[src/lcs_pkg.sv]
`timescale 1ns / 1ps

package lcs_pkg;

  // Field widths
  localparam int unsigned SpeedBits = 10;
  localparam int unsigned AngleBits = 16;
  localparam int unsigned AddrBits  = 3;
  localparam int unsigned DataBits  = 32;

  // Full turn of 360 degrees in 1/128 degree
  localparam logic [AngleBits-1:0] FullTurn = 16'd46080;

  localparam logic [15:0] RestAngleReset  = 16'd5760;
  localparam logic [15:0] AngleSlopeReset = 16'hFC29;  // -983

  // Register word index, taken from paddr[2]
  localparam logic RegRestAngle  = 1'b0;
  localparam logic RegAngleSlope = 1'b1;

  typedef enum logic [1:0] {
    OpPosition = 2'd0,
    OpRequest  = 2'd1,
    OpTick     = 2'd2
  } op_e;

  typedef enum logic [1:0] {
    MoveNone  = 2'd0,
    MoveLeft  = 2'd1,
    MoveRight = 2'd2
  } move_e;

  // Lane position codes
  localparam logic [2:0] PosCentred      = 3'd0;
  localparam logic [2:0] PosRightCentred = 3'd2;
  localparam logic [2:0] PosDriftLeft    = 3'd3;
  localparam logic [2:0] PosDriftRight   = 3'd4;

  // Requested direction codes
  localparam logic [1:0] DirLeft  = 2'd0;
  localparam logic [1:0] DirRight = 2'd1;

  typedef struct packed {
    logic [1:0]           op;
    logic [1:0]           available_lanes;
    logic [2:0]           lane_position;
    logic [1:0]           requested_direction;
    logic [SpeedBits-1:0] speed;
  } lcs_in_t;

  typedef struct packed {
    logic                 steer_valid;
    logic [AngleBits-1:0] steer_direction;
    logic                 request_error;
  } lcs_out_t;

  // Decision of the sequencer for one item
  typedef struct packed {
    logic  steer_valid;
    move_e move;
    logic  request_error;
  } lcs_act_t;

endpackage

[src/lcs_ctrl.sv]
`timescale 1ns / 1ps

module lcs_ctrl import lcs_pkg::*; (
  input  logic     clk_i,
  input  logic     rst_ni,
  input  logic     en_i,
  input  lcs_in_t  item_i,
  output lcs_act_t act_o
);

  logic [1:0] lanes_q, lanes_d;
  logic [2:0] pos_q, pos_d;
  logic [2:0] target_q, target_d;
  move_e      wanted_q, wanted_d;
  move_e      active_q, active_d;
  move_e      start_move;

  always_comb begin
    lanes_d    = lanes_q;
    pos_d      = pos_q;
    target_d   = target_q;
    wanted_d   = wanted_q;
    active_d   = active_q;
    start_move = MoveNone;
    act_o      = '{steer_valid: 1'b0, move: MoveNone, request_error: 1'b0};

    case (item_i.op)
      OpPosition: begin
        pos_d = item_i.lane_position;
        if (item_i.lane_position == PosDriftLeft || item_i.lane_position == PosDriftRight) begin
          lanes_d = '0;
        end else if (item_i.lane_position inside {[PosCentred:PosRightCentred]}) begin
          lanes_d = item_i.available_lanes;
        end
      end
      OpRequest: begin
        // bit 0: left lane open, bit 1: right lane open
        if (item_i.requested_direction == DirLeft && lanes_q[0]) begin
          wanted_d = MoveLeft;
        end else if (item_i.requested_direction == DirRight && lanes_q[1]) begin
          wanted_d = MoveRight;
        end else begin
          wanted_d            = MoveNone;
          act_o.request_error = 1'b1;
        end
      end
      OpTick: begin
        if (active_q == MoveNone) begin
          target_d = PosCentred;
          if (pos_q == PosDriftLeft) begin
            start_move = MoveRight;
          end else if (pos_q == PosDriftRight) begin
            start_move = MoveLeft;
          end else if (wanted_q == MoveLeft) begin
            start_move = MoveLeft;
            target_d   = PosDriftRight;
          end else if (wanted_q == MoveRight) begin
            start_move = MoveRight;
            target_d   = PosDriftLeft;
          end
          if (start_move != MoveNone) begin
            active_d          = start_move;
            act_o.steer_valid = 1'b1;
            act_o.move        = start_move;
          end
        end else if (pos_q == target_q) begin
          // manoeuvre complete: straighten up
          act_o.steer_valid = 1'b1;
          wanted_d          = MoveNone;
          active_d          = MoveNone;
          target_d          = PosCentred;
        end else begin
          act_o.steer_valid = 1'b1;
          act_o.move        = active_q;
        end
      end
      default: ;
    endcase
  end

  always_ff @(posedge clk_i or negedge rst_ni) begin
    if (!rst_ni) begin
      lanes_q  <= '0;
      pos_q    <= PosCentred;
      target_q <= PosCentred;
      wanted_q <= MoveNone;
      active_q <= MoveNone;
    end else if (en_i) begin
      lanes_q  <= lanes_d;
      pos_q    <= pos_d;
      target_q <= target_d;
      wanted_q <= wanted_d;
      active_q <= active_d;
    end
  end

endmodule

[src/lane_change_sequencer.sv]
`timescale 1ns / 1ps

// Lane change sequencer.
// Input channel (in_valid_i / in_stall_o / in_data_i) carries position updates,
// lane requests and task ticks; every accepted transaction gives exactly one
// result transaction on out_valid_o / out_stall_i / out_data_o, in order.
// out_valid_o rises once the item reaches the result register, which waits while the
// output is stalled: an input register, then the sequencer state update and the angle
// multiply-add (speed times angle slope plus rest angle), saturation and
// left/right selection feed the result register.
// Throughput is one transaction per cycle without stalls; the state is updated as each item
// moves into the result register, so consecutive items see each other's effect.
// While out_stall_i is high the result holds and the input register fills;
// in_stall_o rises only once both stages are occupied.
// Reset clears the pipeline and the sequencer state (no lanes open, centred,
// no move) and loads rest_angle = 5760 and angle_slope = -983.
// APB registers: rest_angle at 0x0, angle_slope at 0x4; pready is always high.
module lane_change_sequencer import lcs_pkg::*; (
  input  logic                clk_i,
  input  logic                rst_ni,
  input  logic                in_valid_i,
  output logic                in_stall_o,
  input  lcs_in_t             in_data_i,
  output logic                out_valid_o,
  input  logic                out_stall_i,
  output lcs_out_t            out_data_o,
  input  logic                psel,
  input  logic                penable,
  input  logic                pwrite,
  input  logic [AddrBits-1:0] paddr,
  input  logic [DataBits-1:0] pwdata,
  output logic [DataBits-1:0] prdata,
  output logic                pready
);

  localparam int unsigned ProdW = SpeedBits + 17;
  localparam int unsigned RestW = 25;
  localparam int unsigned SumW  = ((ProdW > RestW) ? ProdW : RestW) + 1;

  logic [15:0]        rest_q;
  logic signed [15:0] slope_q;

  // configuration port
  assign pready = 1'b1;

  always_ff @(posedge clk_i or negedge rst_ni) begin
    if (!rst_ni) begin
      rest_q  <= RestAngleReset;
      slope_q <= AngleSlopeReset;
    end else if (psel && penable && pwrite) begin
      case (paddr[2])
        RegRestAngle:  rest_q  <= pwdata[15:0];
        RegAngleSlope: slope_q <= pwdata[15:0];
        default: ;
      endcase
    end
  end

  always_comb begin
    case (paddr[2])
      RegRestAngle:  prdata = {16'h0000, rest_q};
      RegAngleSlope: prdata = {16'h0000, slope_q};
      default:       prdata = '0;
    endcase
  end

  // pipeline control
  logic v1_q, vo_q;
  logic r1, ro;

  assign ro         = !vo_q || !out_stall_i;
  assign r1         = !v1_q || ro;
  assign in_stall_o = !r1;

  always_ff @(posedge clk_i or negedge rst_ni) begin
    if (!rst_ni) begin
      v1_q <= 1'b0;
      vo_q <= 1'b0;
    end else begin
      if (r1) begin
        v1_q <= in_valid_i;
      end
      if (ro) begin
        vo_q <= v1_q;
      end
    end
  end

  // input register
  lcs_in_t s1_q;

  always_ff @(posedge clk_i) begin
    if (in_valid_i && r1) begin
      s1_q <= in_data_i;
    end
  end

  // sequencer decision and angle
  lcs_act_t                 act;
  logic                     adv_out;
  logic signed [ProdW-1:0]  prod;
  logic signed [SumW-1:0]   sum;
  logic [SumW-9:0]          shifted;
  logic [AngleBits-1:0]     ang;
  logic [AngleBits-1:0]     steer;

  assign adv_out = v1_q && ro;

  lcs_ctrl u_ctrl (
    .clk_i  (clk_i),
    .rst_ni (rst_ni),
    .en_i   (adv_out),
    .item_i (s1_q),
    .act_o  (act)
  );

  always_comb begin
    prod    = ProdW'($signed({1'b0, s1_q.speed}) * slope_q);
    sum     = SumW'($signed({1'b0, rest_q, 8'h00})) + SumW'(prod);
    shifted = sum[SumW-1:8];
    if (sum[SumW-1]) begin
      ang = '0;
    end else if (shifted > (SumW-8)'(FullTurn)) begin
      ang = FullTurn;
    end else begin
      ang = shifted[AngleBits-1:0];
    end

    case (act.move)
      MoveLeft:  steer = ang;
      MoveRight: steer = FullTurn - ang;
      default:   steer = '0;
    endcase
  end

  lcs_out_t out_q;

  always_ff @(posedge clk_i) begin
    if (adv_out) begin
      out_q.steer_valid     <= act.steer_valid;
      out_q.steer_direction <= steer;
      out_q.request_error   <= act.request_error;
    end
  end

  assign out_valid_o = vo_q;
  assign out_data_o  = out_q;

endmodule

[config.mk]
export PLATFORM = sky130hd
export DESIGN_NAME = lane_change_sequencer
export DESIGN_NICKNAME = d
export VERILOG_FILES = /design/src/lcs_pkg.sv /design/src/lcs_ctrl.sv /design/src/lane_change_sequencer.sv
export SDC_FILE = /design/constraint.sdc
export NUM_CORES = 1
export LEC_CHECK = 0
export BUFFER_PORTS_ARGS = -buffer_cell sky130_fd_sc_hd__buf_4
export CAP_MARGIN = 20
export CELL_PAD_IN_SITES_DETAIL_PLACEMENT = 1
export CELL_PAD_IN_SITES_GLOBAL_PLACEMENT = 1
export CORE_ASPECT_RATIO = 0.75
export CORE_MARGIN = 8
export CORE_UTILIZATION = 30
export CTS_CLUSTER_SIZE = 14
export DETAILED_ROUTE_END_ITERATION = 10
export GPL_ROUTABILITY_DRIVEN = 0
export HOLD_SLACK_MARGIN = 0.1
export MAX_ROUTING_LAYER = met4
export PLACE_DENSITY = 0.57
export SYNTH_ARGS = -nofsm -noshare
export SYNTH_HDL_FRONTEND = slang
export SYNTH_SLANG_ARGS = --single-unit
[constraint.sdc]
create_clock -name clk_i -period 10.4 [get_ports clk_i]
set_input_delay 2.6 -clock clk_i [delete_from_list [all_inputs] [get_ports clk_i]]
set_output_delay 2.6 -clock clk_i [all_outputs]
set_load 0.01 [all_outputs]
==> reports/metrics.csv <==
stage,metric,value,unit
status,status,completed,
global_routing,first-pass GRT wire length,47900,um
synthesis,"EDFF count, synth",37,
routing,"antenna viol nets, final",0,
layout,Ant. Diodes,0,
synthesis,Post-synth top cells,"222 x inv_1, 163 x fa_1, 147 x nand2_1, 71 x ha_1, 64 x and2_1",
synthesis,post-synthesis sequential area ratio,0.204,
placed_design,PortBufs,78,
layout,fin area,12300,sq um
setup_path,cell family with most CP delay,adder cells,
floorplan,die span in y,182,um
routing,DR vias/cell,4.75,
synthesis,Yosys warnings,0,
synthesis,Post-synth ARST share,0.549,
layout,share of cells above drive strength 1,0.148,
clocking,CTS tree,yes,
clocking,TritonCTS sink count,82,
synthesis,synthesized cell area,11000,sq um
clocking,TritonCTS Buffers,9,
placed_design,placed cell area,11900,sq um
clocking,"Reg clk slew, reported paths",0.07,ns
global_routing,GRT Resource Usage Total,0.143,
timing,slew at the pin closest to its max-slew limit,1.03,ns
timing,setup_tns,0,ns
routing,DR pass1 iterations,4,
placed_design,pre-CTS WS,1.74,ns
timing,Finish-stage setup viols,0,
synthesis,Synth Instances,1137,
setup_path,Setup Crit Path Kind,register to register,
hold_path,HP Class,register to register,
setup_path,crit-path max FO,17,
synthesis,"Avg Cell Area, Syn",9.70,sq um
setup_path,element type at the critical path end,register,
floorplan,core area,36000,sq um
clocking,clock tree buffer depth,2,
synthesis,"area leader, netlist",fa_1,
global_routing,largest net degree at the start of global routing,46,
timing,maximum clock frequency,0.115,GHz
clocking,setup bufs post-CTS,0,
setup_path,Max stage delay on crit path,0.89,ns
clocking,CTS resizes,0,
timing,Clock Skew,0.00840,ns
timing,fin. max-slew vios,0,
clocking,CTS Root Cell,clkbuf_16,
global_routing,antenna violations before repair,0,
synthesis,top_reg_cell synth,edfxtp_1,
setup_path,crit path buf inv count,4,
floorplan,Initial Utilization,0.306,
floorplan,Chip Width,237,um
timing,slew margin rel.,0.311,
routing,Post-Route WL,28200,um
clocking,hold_buf cts,0,
timing,Final Hold Vio Count,0,
setup_path,Startpoint Class,register,
setup_path,CP max stage cell,edfxtp_1,
global_routing,vias in the first global route,8955,
clocking,worst-skew pair later-pin latency,0.37,ns
layout,Area growth syn-to-layout,11.4,%
setup_path,cell mode on critical path,fa_1,
routing,DR vias,7843,
setup_path,worst path required time,10.51,ns
synthesis,top-count cell post-synth,inv_1,
floorplan,I/O pin count,114,
layout,final core occ,0.341,
routing,Avg WL per Cell,17.1,um
synthesis,top cell type's share of synthesized area,0.296,
routing,initial DRC count,323,
timing,final worst slack,1.68,ns
synthesis,Yosys cell types,80,
clocking,H-tree depth,3,
setup_path,worst-path cell chain,nand2_1 > fa_1 > inv_1 > fa_1 > fa_1 > fa_1 > inv_1 > fa_1 > inv_1 > ha_1 > nand4_1 > or4_1 > o21ai_0 > a21oi_1 > xnor2_1 > nor3b_4 > buf_4 > nand3b_1 > ha_1 > o31ai_1 > o311ai_0 > a211o_1,
layout,Total Nets Final,1477,
floorplan,full die area,43200,sq um
routing,DRC errors left,0,
synthesis,synth top area cells,"fa_1 30%, edfxtp_1 10%, ha_1 8.1%",
timing,final period utilization,0.839,
placed_design,hpwl dp,22900,um
timing,RSZ-0062 raised after global routing,no,
synthesis,Seq cells post-synth,82,
flow_run,max-cap violation count,0,
setup_path,WP data arrival,8.83,ns
floorplan,FP Rows,60,
timing,Tmin final,8.72,ns
global_routing,remaining global-route overflow,0,
-- final timing paths --
check,start,end,slack [ns],cells past startpoint
min,v1_q,out_valid_o,0.49,1
max,s1_q[2],out_data_o[13],1.68,22
min in group asynchronous,rst_ni,u_ctrl.active_q[0],2.28,1
min reg2reg,v1_q,out_valid_o,0.49,1
max reg2reg,s1_q[2],out_data_o[13],1.68,22
max in group asynchronous,rst_ni,slope_q[1],7.67,1
-- metrics by stage --
stage / std cells / hold WS, ns
5_1_grt: 1652 / 0.517
4_1_cts: 1651 / 0.494
3_3_place_gp: 1635 / 0.468
2_1_floorplan: 1152 / 0.448
3_5_place_dp: 1635 / 0.476
6_report: 1652 / 0.493
-- state kept, by name, summed over array words and instances (netlist names), 3 cells and up --
signal	cells
s1_q	19
out_data_o	18
rest_q	16
slope_q	16
u_ctrl.pos_q	3
-- kinds of logic (layout without fill, tap and decap cells) --
kind of cell,count (synthesis),after routing,synth area share
other cells,2,17,0.000681
flops,82,82,0.204
mux,49,49,0.0496
fa+ha+maj,234,234,0.377
simple gates,314,314,0.142
compound gates,140,140,0.0952
xor+xnor,31,31,0.0253
buf+inv,285,320,0.106
-- placed cells by master (no fill, tap or decap), types with 10 or more instances in the layout --
master	n
a21oi_1	25
and2_1	64
buf_4	81
clkbuf_16	10
conb_1	17
dfrtp_1	32
dfstp_2	13
edfxtp_1	37
fa_1	163
ha_1	71
inv_1	222
mux2_2	45
nand2_1	147
nand2b_1	14
nand3_1	11
nor2_1	35
o21ai_0	27
xnor2_1	18
xor2_1	12
-- area by class of cell --
| class | count | area [sq um] |
|---|---|---|
| clock buffers | 11 | 254 |
| clock inverters | 5 | 83.8 |
| fillers | 4137 | 23800 |
| inverters | 222 | 833 |
| multi-input cells | 785 | 7660 |
| flip-flops and latches | 82 | 2250 |
| well taps | 465 | 582 |
| repair buffers | 82 | 619 |
-- per-layer routing --
| layer | global-route usage | routed length [um] | part of all wire |
|---|---|---|---|
| met3 | 0.0198 | 633 | 0.022 |
| met2 | 0.234 | 13700 | 0.49 |
| met1 | 0.181 | 13200 | 0.47 |
| met5 | - | 0 | 0 |
| met4 | 0.0464 | 612 | 0.022 |
Power is not shown: default switching activity piles up to over one toggle a cycle in this logic, so the estimate is an artifact.
